## src/rtl/spi_master_shift_engine_unit_macros.svh

```systemverilog
// Assertion helpers for the shift engine RTL.
`ifndef SPI_MASTER_SHIFT_ENGINE_UNIT_MACROS_SVH
`define SPI_MASTER_SHIFT_ENGINE_UNIT_MACROS_SVH

// Check a condition at every rising clock edge outside reset.
`define SPI_MSE_ASSERT(label, cond, msg) \
    label: assert property (@(posedge clk) disable iff (!rst_n) (cond)) else $error(msg);

// Check that a trigger implies a result in the next cycle.
`define SPI_MSE_ASSERT_NEXT(label, trig, cond, msg) \
    label: assert property (@(posedge clk) disable iff (!rst_n) (trig) |=> (cond)) \
        else $error(msg);

`endif

```

## src/rtl/spi_mse_pkg.sv

```systemverilog
package spi_mse_pkg;

    localparam int DATA_BITS = 8;
    localparam int EDGE_LAST = 2 * DATA_BITS;
    localparam int EDGE_W    = $clog2(EDGE_LAST + 1);
    localparam int PRE_W     = 6;
    localparam int HALF_W    = PRE_W + 1;
    localparam int CFG_IDX_W = 3;
    localparam int CFG_DAT_W = 2;

    typedef logic [DATA_BITS-1:0] word_t;
    typedef logic [EDGE_W-1:0]    edge_cnt_t;
    typedef logic [PRE_W-1:0]     pre_cnt_t;
    typedef logic [HALF_W-1:0]    half_t;

    typedef enum logic [1:0] {
        REQ_TICK       = 2'd0,
        REQ_WRITE_DATA = 2'd1,
        REQ_READ_DATA  = 2'd2,
        REQ_WRITE_STAT = 2'd3
    } req_t;

    typedef enum logic [CFG_IDX_W-1:0] {
        CFG_ENABLE    = 3'd0,
        CFG_LSB_FIRST = 3'd1,
        CFG_POLARITY  = 3'd2,
        CFG_PHASE     = 3'd3,
        CFG_DIVIDER   = 3'd4
    } cfg_reg_t;

    typedef struct packed {
        logic [1:0] req_type;
        logic [7:0] write_data;
        logic       miso_in;
    } in_item_t;

    typedef struct packed {
        logic [7:0] read_data;
        logic       done_flag;
        logic       collision_flag;
        logic       busy_res;
        logic       sclk_out;
        logic       mosi_out;
    } out_item_t;

    // Half bit period in ticks.
    function automatic half_t half_ticks(input logic [1:0] sel);
        half_t h;
        case (sel)
            2'd0:    h = half_t'(2);
            2'd1:    h = half_t'(8);
            2'd2:    h = half_t'(32);
            2'd3:    h = half_t'(64);
            default: h = half_t'(2);
        endcase
        return h;
    endfunction

    function automatic logic lead_bit(input word_t w, input logic lsb);
        return lsb ? w[0] : w[DATA_BITS-1];
    endfunction

    function automatic word_t shift_in(input word_t w, input logic lsb, input logic b);
        return lsb ? {b, w[DATA_BITS-1:1]} : {w[DATA_BITS-2:0], b};
    endfunction

endpackage

```

## src/rtl/spi_master_shift_engine_unit.sv

```systemverilog
// Channel  | Direction | Payload     | Handshake
// ---------+-----------+-------------+-----------------------------------
// in       | in        | in_item_t   | in_valid / in_stall (stall driven here)
// out      | out       | out_item_t  | out_valid / out_stall (stall from sink)
// cfg      | in        | cfg_data    | cfg_we, cfg_index, no wait
//
// One item per cycle while in_stall is low: each accepted item updates the state
// and the result register in the same cycle; out_item shows it the next cycle.
// in_stall is high only while the result register is full and out_stall holds it.
// rst_n is asynchronous, active low; it clears all control state and flags.
// A stalled result holds its value until taken.
`include "spi_master_shift_engine_unit_macros.svh"

module spi_master_shift_engine_unit
    import spi_mse_pkg::*;
(
    input  logic                 clk,
    input  logic                 rst_n,
    input  logic                 in_valid,
    output logic                 in_stall,
    input  in_item_t             in_item,
    output logic                 out_valid,
    input  logic                 out_stall,
    output out_item_t            out_item,
    input  logic                 cfg_we,
    input  logic [CFG_IDX_W-1:0] cfg_index,
    input  logic [CFG_DAT_W-1:0] cfg_data
);

    logic       enable_reg, enable_next;
    logic       lsb_reg, lsb_next;
    logic       polarity_reg, polarity_next;
    logic       phase_reg, phase_next;
    logic [1:0] divider_reg, divider_next;

    word_t      shift_reg, shift_next;
    word_t      hold_reg, hold_next;
    edge_cnt_t  edge_count_reg, edge_count_next;
    pre_cnt_t   prescale_reg, prescale_next;
    logic       active_reg, active_next;
    logic       done_reg, done_next;
    logic       collision_reg, collision_next;
    logic       sclk_reg, sclk_next;
    logic       mosi_reg, mosi_next;

    logic       out_valid_reg, out_valid_next;
    out_item_t  out_item_reg, out_item_next;

    logic       in_accept;
    half_t      pre_inc;
    edge_cnt_t  edge_inc;
    word_t      sampled;
    logic [7:0] rd;

    assign in_stall  = out_valid_reg && out_stall;
    assign in_accept = in_valid && !in_stall;
    assign out_valid = out_valid_reg;
    assign out_item  = out_item_reg;

    assign pre_inc  = half_t'(prescale_reg) + half_t'(1);
    assign edge_inc = edge_count_reg + edge_cnt_t'(1);
    assign sampled  = shift_in(shift_reg, lsb_reg, in_item.miso_in);

    always_comb
    begin
        enable_next     = enable_reg;
        lsb_next        = lsb_reg;
        polarity_next   = polarity_reg;
        phase_next      = phase_reg;
        divider_next    = divider_reg;
        shift_next      = shift_reg;
        hold_next       = hold_reg;
        edge_count_next = edge_count_reg;
        prescale_next   = prescale_reg;
        active_next     = active_reg;
        done_next       = done_reg;
        collision_next  = collision_reg;
        sclk_next       = sclk_reg;
        mosi_next       = mosi_reg;
        rd              = 8'd0;

        if (in_accept)
        begin
            case (req_t'(in_item.req_type))
                REQ_TICK:
                begin
                    if (active_reg)
                    begin
                        if (pre_inc < half_ticks(divider_reg))
                        begin
                            prescale_next = pre_cnt_t'(pre_inc);
                        end
                        else
                        begin
                            prescale_next   = '0;
                            sclk_next       = !sclk_reg;
                            edge_count_next = edge_inc;
                            // odd edges sample in mode 0, even edges in mode 1
                            if (edge_inc[0] != phase_reg)
                            begin
                                shift_next = sampled;
                            end
                            else if (edge_inc < edge_cnt_t'(EDGE_LAST))
                            begin
                                mosi_next = lead_bit(shift_reg, lsb_reg);
                            end
                            if (edge_inc >= edge_cnt_t'(EDGE_LAST))
                            begin
                                active_next     = 1'b0;
                                done_next       = 1'b1;
                                hold_next       = (edge_inc[0] != phase_reg) ? sampled
                                                                             : shift_reg;
                                sclk_next       = polarity_reg;
                                edge_count_next = '0;
                            end
                        end
                    end
                end
                REQ_WRITE_DATA:
                begin
                    if (enable_reg)
                    begin
                        if (active_reg)
                        begin
                            collision_next = 1'b1;
                        end
                        else
                        begin
                            shift_next      = word_t'(in_item.write_data);
                            active_next     = 1'b1;
                            edge_count_next = '0;
                            prescale_next   = '0;
                            sclk_next       = polarity_reg;
                            if (!phase_reg)
                            begin
                                mosi_next = lead_bit(word_t'(in_item.write_data), lsb_reg);
                            end
                        end
                    end
                end
                REQ_READ_DATA:
                begin
                    rd = 8'(hold_reg);
                end
                REQ_WRITE_STAT:
                begin
                    if (in_item.write_data[0])
                    begin
                        done_next = 1'b0;
                    end
                    if (in_item.write_data[1])
                    begin
                        collision_next = 1'b0;
                    end
                end
                default:
                begin
                end
            endcase
        end

        if (cfg_we)
        begin
            case (cfg_reg_t'(cfg_index))
                CFG_ENABLE:
                begin
                    enable_next = cfg_data[0];
                    // drop a running transfer
                    if (!cfg_data[0] && active_reg)
                    begin
                        active_next     = 1'b0;
                        edge_count_next = '0;
                        prescale_next   = '0;
                        sclk_next       = polarity_reg;
                    end
                end
                CFG_LSB_FIRST: lsb_next = cfg_data[0];
                CFG_POLARITY:
                begin
                    polarity_next = cfg_data[0];
                    if (!active_reg)
                    begin
                        sclk_next = cfg_data[0];
                    end
                end
                CFG_PHASE:     phase_next   = cfg_data[0];
                CFG_DIVIDER:   divider_next = cfg_data;
                default:
                begin
                end
            endcase
        end
    end

    always_comb
    begin
        out_valid_next = out_valid_reg;
        out_item_next  = out_item_reg;
        if (in_accept)
        begin
            out_valid_next               = 1'b1;
            out_item_next.read_data      = rd;
            out_item_next.done_flag      = done_next;
            out_item_next.collision_flag = collision_next;
            out_item_next.busy_res       = active_next;
            out_item_next.sclk_out       = sclk_next;
            out_item_next.mosi_out       = mosi_next;
        end
        else if (!out_stall)
        begin
            out_valid_next = 1'b0;
        end
    end

    always_ff @(posedge clk or negedge rst_n)
    begin
        if (!rst_n)
        begin
            enable_reg     <= 1'b0;
            lsb_reg        <= 1'b0;
            polarity_reg   <= 1'b0;
            phase_reg      <= 1'b0;
            divider_reg    <= 2'd0;
            shift_reg      <= '0;
            hold_reg       <= '0;
            edge_count_reg <= '0;
            prescale_reg   <= '0;
            active_reg     <= 1'b0;
            done_reg       <= 1'b0;
            collision_reg  <= 1'b0;
            sclk_reg       <= 1'b0;
            mosi_reg       <= 1'b0;
            out_valid_reg  <= 1'b0;
        end
        else
        begin
            enable_reg     <= enable_next;
            lsb_reg        <= lsb_next;
            polarity_reg   <= polarity_next;
            phase_reg      <= phase_next;
            divider_reg    <= divider_next;
            shift_reg      <= shift_next;
            hold_reg       <= hold_next;
            edge_count_reg <= edge_count_next;
            prescale_reg   <= prescale_next;
            active_reg     <= active_next;
            done_reg       <= done_next;
            collision_reg  <= collision_next;
            sclk_reg       <= sclk_next;
            mosi_reg       <= mosi_next;
            out_valid_reg  <= out_valid_next;
        end
    end

    always_ff @(posedge clk)
    begin
        out_item_reg <= out_item_next;
    end

    `SPI_MSE_ASSERT(a_idle_edges_zero, active_reg || (edge_count_reg == '0),
        "edge count not cleared while idle")
    `SPI_MSE_ASSERT(a_edge_in_range, edge_count_reg < edge_cnt_t'(EDGE_LAST),
        "edge count past end of transfer")
    `SPI_MSE_ASSERT(a_idle_clock_level, active_reg || (sclk_reg == polarity_reg),
        "serial clock not at idle level")
    `SPI_MSE_ASSERT_NEXT(a_collision_set,
        in_accept && (in_item.req_type == REQ_WRITE_DATA) && enable_reg && active_reg,
        collision_reg, "write during transfer did not flag collision")

endmodule

```

## config.mk

```make
export PLATFORM = sky130hd
export DESIGN_NAME = spi_master_shift_engine_unit
export DESIGN_NICKNAME = d
export VERILOG_FILES = /design/src/rtl/spi_mse_pkg.sv /design/src/rtl/spi_master_shift_engine_unit.sv
export VERILOG_INCLUDE_DIRS = /design/src /design/src/rtl
export SDC_FILE = /design/constraint.sdc
export NUM_CORES = 1
export LEC_CHECK = 0
export ABC_AREA = 1
export BUFFER_PORTS_ARGS = -buffer_cell sky130_fd_sc_hd__buf_4
export CAP_MARGIN = 15
export CORE_MARGIN = 3
export CORE_UTILIZATION = 25
export DETAILED_ROUTE_END_ITERATION = 7
export SLEW_MARGIN = 30
export SYNTH_ARGS = -nofsm -noshare
export SYNTH_HDL_FRONTEND = slang
export SYNTH_SLANG_ARGS = --single-unit
export TNS_END_PERCENT = 100
```

## constraint.sdc

```tcl
create_clock -name clk -period 2.5 [get_ports clk]
set_input_delay 0.375 -clock clk [delete_from_list [all_inputs] [get_ports clk]]
set_output_delay 0.375 -clock clk [all_outputs]
set_load 0.03 [all_outputs]
```

### Yosys cells after proc, flatten, opt, wreduce, memory -nomap -nowiden

Index checks and enable logic that the tools add are counted.

| cells by class | value |
|---|---|
| $add $sub $neg | 2 |
| multipliers | 0 |
| divide/modulo/power cells | 0 |
| $lt $le $gt $ge | 3 |
| equality and inequality tests | 16 |
| shift operators | 0 |
| multiplexer cells | 74 |
| bitwise gates (word level) | 1 |
| reductions and logical operators | 17 |

Operators by type and width:

| operator | number |
|---|---|
| two-way mux 6 bit | 8 |
| two-way mux 8 bit | 6 |
| two-way mux 5 bit | 9 |
| two-way mux 1 bit | 38 |
| case mux 7 bit (4 select lines) | 1 |
| two-way mux 7 bit | 3 |
| case mux 8 bit (2 select lines) | 1 |
| case mux 1 bit (2 select lines) | 6 |
| case mux 6 bit (2 select lines) | 1 |
| case mux 5 bit (2 select lines) | 1 |
| AND reduction 2 bit | 5 |
| equality test 2 bit (second input constant) | 4 |
| != test 2 bit (second input constant) | 4 |
| adder 6 x 1 -> 7 bit (second input constant) | 1 |
| < comparator 7 bit | 1 |
| equality test 3 x 2 -> 1 bit (second input constant) | 2 |
| AND reduction 6 bit | 1 |
| adder 5 x 1 -> 5 bit (second input constant) | 1 |
| greater-or-equal comparator 5 bit (second input constant) | 1 |
| < comparator 5 bit (second input constant) | 1 |
| AND reduction 5 bit | 1 |
| equality test 2 x 1 -> 1 bit (second input constant) | 2 |
| zero test 2 bit | 2 |
| equality test 3 x 1 -> 1 bit (second input constant) | 1 |
| 8 further kinds | 12 |

| word-level totals | value |
|---|---|
| register bits after elaboration | 52 |
| bits in latches | 0 |
| bits in writable memories | 0 |
| ROM bits | 0 |
| output and inout port bits | 15 |
| logic and storage cells | 134 |
| memories | 0 |

### Logic depth before layout (Yosys ltp)

| logic depth | value |
|---|---|
| depth in word-level cells | 13 |
| gate-level depth with buffers | 17 |
| mapped depth without buffers | 17 |

### Worst setup path after synthesis

Ideal clock, no wire load.

| timing path | value |
|---|---|
| path kind | register to register |
| start | register prescale_reg[0] |
| end | register out_item_reg (netlist bit out_item[4]) (data pin) |
| data arrival time | 2.007 ns |
| data required time | 2.313 ns |
| path slack | 0.306 ns |
| stages on the path, launching flop included | 14 |
| buffers on the path | 1 |
| cells stage by stage | dfrtp_1 > ha_1 > nand2_2 > inv_2 > nand2_2 > nor2_1 > ha_1 > nand2_1 > nor2_1 > nand3_4 > nand3_4 > nand3_2 > buf_6 > o31ai_1 |

| between the ends | value |
|---|---|
| cells in the longest elaborated chain, start to end | 6 |

Ends and longest elaborated chain:

| what | RTL line | text |
|---|---|---|
| start, declared | spi_master_shift_engine_unit.sv:39 | `pre_cnt_t prescale_reg, prescale_next;` |
| start signal, assigned | spi_master_shift_engine_unit.sv:245 | `prescale_reg <= prescale_next;` |
| adder 6 x 1 -> 7 bit | spi_master_shift_engine_unit.sv:60 | `assign pre_inc = half_t'(prescale_reg) + half_t'(1);` |
| < comparator 7 bit | spi_master_shift_engine_unit.sv:89 | `if (pre_inc < half_ticks(divider_reg))` |
| two-way mux 1 bit | spi_master_shift_engine_unit.sv:89 |  |
| two-way mux 1 bit | spi_master_shift_engine_unit.sv:87 | `if (active_reg)` |
| case mux 1 bit (2 select lines) | spi_master_shift_engine_unit.sv:84 | `case (req_t'(in_item.req_type))` |
| two-way mux 1 bit | spi_master_shift_engine_unit.sv:82 | `if (in_accept)` |
| named net done_next | spi_master_shift_engine_unit.sv:41 | `logic done_reg, done_next;` |
| end signal, assigned | spi_master_shift_engine_unit.sv:257 | `out_item_reg <= out_item_next;` |
| end, declared | spi_master_shift_engine_unit.sv:47 | `out_item_t out_item_reg, out_item_next;` |

The timed path passes the listed nets, and every way through them passes these cells.
A chain may end at the register's enable or synchronous reset.

### Worst setup path in the final report

Same ends and word-level chain as after synthesis.

==> results.py <==
metrics = {
    "logic_synthesis": {
        "netlist_area_um2": 3110,
        "synth-async-reset-ratio": 0.750,
        "synth.area.top_cells": "dfrtp_1 (31%), nand2_1 (13%), edfxtp_1 (13%), inv_1 (6.6%), o21ai_0 (4.3%)",
        "mean_instance_size_in_the_synthesized_netlist_um2": 7.87,
        "yosys.cell_types.count": 39,
        "synthFlopType": "dfrtp_1",
        "synth.top_cell.area_share": 0.314,
        "synth_fp_nets": 425,
        "yosys_reg_bits": 52,
        "synth_cells": 395,
        "synth-edff-count": 13,
        "ys_seq_area_frac": 0.439,
        "ys_warn_count": 0,
        "area_leader_netlist": "dfrtp_1",
    },
    "clock_tree": {
        "clock-sinks": 52,
        "insertion_delay_ns": 0.29,
        "cts_root_buf": "clkbuf_16",
        "cts_max_path_buffers": 2,
        "tritoncts": "done",
        "cts_max_level": 2,
        "path_clk_slew_ns": 0.07,
        "cts_made_buffers": 5,
    },
    "hold_path": {
        "hold_class": "in -> async",
    },
    "layout": {
        "final_common_cell": "nand2_1",
        "layout.cell_area.non_filler_um2": 3810,
        "largest_register_ff_count": 13,
        "layout-drive-gt1-share": 0.208,
        "area_growth_syn_to_layout_pct": 22.4,
        "final_cell_mix": "nand2_1 (108), inv_1 (55), buf_4 (46)",
        "antenna_cells": 0,
        "layout.nets": 467,
    },
    "grt": {
        "grt_remaining_overflow": 0,
        "antenna_found_initial": 0,
        "grtUsageMet3": 0.0168,
        "grt_pass1_vias": 2505,
        "grt_first_pass_wirelength_um": 12100,
        "global_route.peak_usage_layer": "met2",
        "grt.met2_usage": 0.164,
        "pin_count_of_the_biggest_net_entering_global_routing": 40,
        "use_met1": 0.149,
        "grt_use_total": 0.104,
    },
    "timing": {
        "worst_slew_margin_rel": 0.636,
        "achievable_frequency_ghz": 0.434,
        "setup_viol_count_final": 0,
        "rsz_0062_raised_after_global_routing": "no",
        "timing_worst_slew_pin_value_ns": 0.546,
        "clock_skew_ns": 0.00447,
        "timing.final.crit_share": 0.922,
        "finalWorstPathRequiredPeriod_ns": 2.30,
        "report.final.slew_viol_count": 0,
        "hold_viol": 0,
        "tns_ns": 0,
    },
    "drt": {
        "num_vias": 2629,
        "drc_errors": 0,
        "drt_iter0_drc": 137,
        "drt-wirelength-per-cell_um": 11.8,
        "drtAntennaViolNets": 0,
        "avgViaCountPerCell": 4.34,
        "finalWirelength_um": 7150,
        "detailedRoute.firstPassIterationCount": 4,
    },
    "critical_path": {
        "rrSetupSlack_ns": 0.20,
        "cp.required_ns": 2.61,
        "worst_ep_arrival_time_ns": 2.42,
        "crit_path_max_fanout": 11,
        "timing.critical_path.slowest_stage_cell": "dfrtp_1",
        "crit-reg2reg-launch": "prescale_reg[0]$_DFF_PN0_",
        "timing_worst_setup_path_type": "reg -> reg",
        "startpoint": "prescale_reg[0]$_DFF_PN0_",
        "critical_path.reg2reg.endpoint": "out_item[4]$_DFFE_PP_",
        "worst_r2r_path_depth": 12,
        "cp_slowest_stage_delay_ns": 0.42,
        "timing.critical_path.cells": "ha_2, nand2_2, inv_2, nand2_2, nor2_1, ha_1, nand2_2, nor2_4, nand3_4, nand3_4, nand3_2, o31ai_2",
        "timing.critical_path.from_type": "register",
        "end_kind": "register",
        "timing.critical_path.to": "out_item[4]$_DFFE_PP_",
        "worst_path_most_repeated_cell": "nand2_2",
    },
    "pwr": {
        "irDropWorstVdd_uv": 331,
        "clkPwrFrac": 0.228,
        "power_report.internal_total_mw": 2.10,
        "switching_portion_of_total_power": 0.393,
        "power.net_switching_mw": 1.36,
        "power.sequential.fraction": 0.354,
        "cellPowerDensity_nw_per_um2": 910,
        "leakage_nw": 1.87,
        "share_of_power_burned_in_combinational_logic": 0.418,
    },
    "placed_design": {
        "port_buffers": 35,
        "sum_of_net_half_perimeters_after_detailed_placement_um": 5340,
        "gp_congestion": 0.804,
        "dpl-instance-area_um2": 3570,
    },
    "floorplanning": {
        "design.core.area_um2": 12100,
        "number_of_core_rows": 40,
        "boundaryPins": 36,
        "die_footprint_um2": 13800,
        "initial_core_util": 0.258,
        "die_extent_in_x_um": 118,
        "die_h_um": 118,
    },
    "flow_run": {
        "drv.max_cap_violation_count": 0,
    },
    "status": {
        "run_status": "completed",
    },
}
-- critical path, delay by kind of cell (launching register included) --
kind	cells	cell delay, ns
AO/OA/AOI/OAI	1	0.28
adder cells (fa/ha/maj)	2	0.54
buffers and inverters	1	0.04
flip-flops	1	0.42
AND/OR/NAND/NOR	8	0.85
-- cell usage after synthesis, drive strengths merged (7+ instances only) --
cell and n:
a21oi 17, buf 7, dfrtp 39, edfxtp 13, ha 9, inv 60, nand2 120, nand3 24
nand4 7, nor2 34, o211ai 9, o21ai 28, o31ai 7
-- per-layer routing --
metal	wire length [um]	part of all wire
met4	71	0.0099
met3	305	0.043
met5	0	0
met2	3350	0.47
met1	3420	0.48
-- stage by stage --
| stage | power, mW | instances | utilization | setup slack (ns) | hold WS (ns) |
|---|---|---|---|---|---|
| after CTS | 3.39 | 602 | 0.310 | 0.0347 | 0.0748 |
| final | 3.47 | 606 | 0.316 | 0.195 | 0.0557 |
| after global routing | 3.75 | 606 | 0.316 | 0.00607 | 0.0991 |
| after detailed placement | 2.58 | 594 | 0.296 | 0.0682 | 0.390 |
| after global placement | 2.56 | 594 | 0.296 | 0.111 | 0.386 |
| after floorplan | 2.25 | 395 | - | 0.306 | 0.0794 |
-- timing repair --
item | in CTS | in global routing
setup buffers | 0 | 4
endpoints found under the setup margin | 0 | 30
gates resized for setup | 0 | 9
hold endpoints to repair | 0 | 0
hold buffers | 0 | 0
-- power groups by stage --
| stage | sequential (mW) | clock [mW] | combinational [mW] |
|---|---|---|---|
| after global routing | 1.25 | 0.848 | 1.64 |
| final | 1.23 | 0.789 | 1.45 |
| after CTS | 1.23 | 0.814 | 1.35 |
| after global placement | 1.23 | 0 | 1.32 |
| after floorplan | 1.23 | 0 | 1.02 |
| after detailed placement | 1.24 | 0 | 1.34 |
-- worst min-delay path by stage --
stage                               end  slack, ns  cells after the start
2_1_floorplan      active_reg$_DFF_PN0_       0.08                      0
3_3_place_gp   shift_reg[4]$_DFFE_PN0P_       0.39                      1
3_5_place_dp   shift_reg[4]$_DFFE_PN0P_       0.39                      1
4_1_cts        shift_reg[4]$_DFFE_PN0P_       0.07                      1
5_1_grt        shift_reg[2]$_DFFE_PN0P_        0.1                      1
6_report       shift_reg[2]$_DFFE_PN0P_       0.06                      1
-- logic make-up (layout without fill, tap and decap cells) --
| kind of cell | Yosys count | after routing | share of synthesized area |
|---|---|---|---|
| compound gates | 69 | 69 | 0.135 |
| xor+xnor | 3 | 3 | 0.0109 |
| fa+ha+maj | 9 | 9 | 0.0362 |
| buf+inv | 72 | 115 | 0.0938 |
| flops | 52 | 52 | 0.439 |
| mux | 1 | 1 | 0.00362 |
| simple gates | 189 | 189 | 0.281 |
-- area by class of cell --
type | count | area (um^2)
Fill cell | 1293 | 8260
Multi-Input combinational cell | 271 | 1480
Sequential cell | 52 | 1370
Timing Repair Buffer | 46 | 345
Inverter | 61 | 229
Tap cell | 168 | 210
Clock buffer | 5 | 125
Clock inverter | 3 | 46.3
Power figures use the tool's default switching activity.
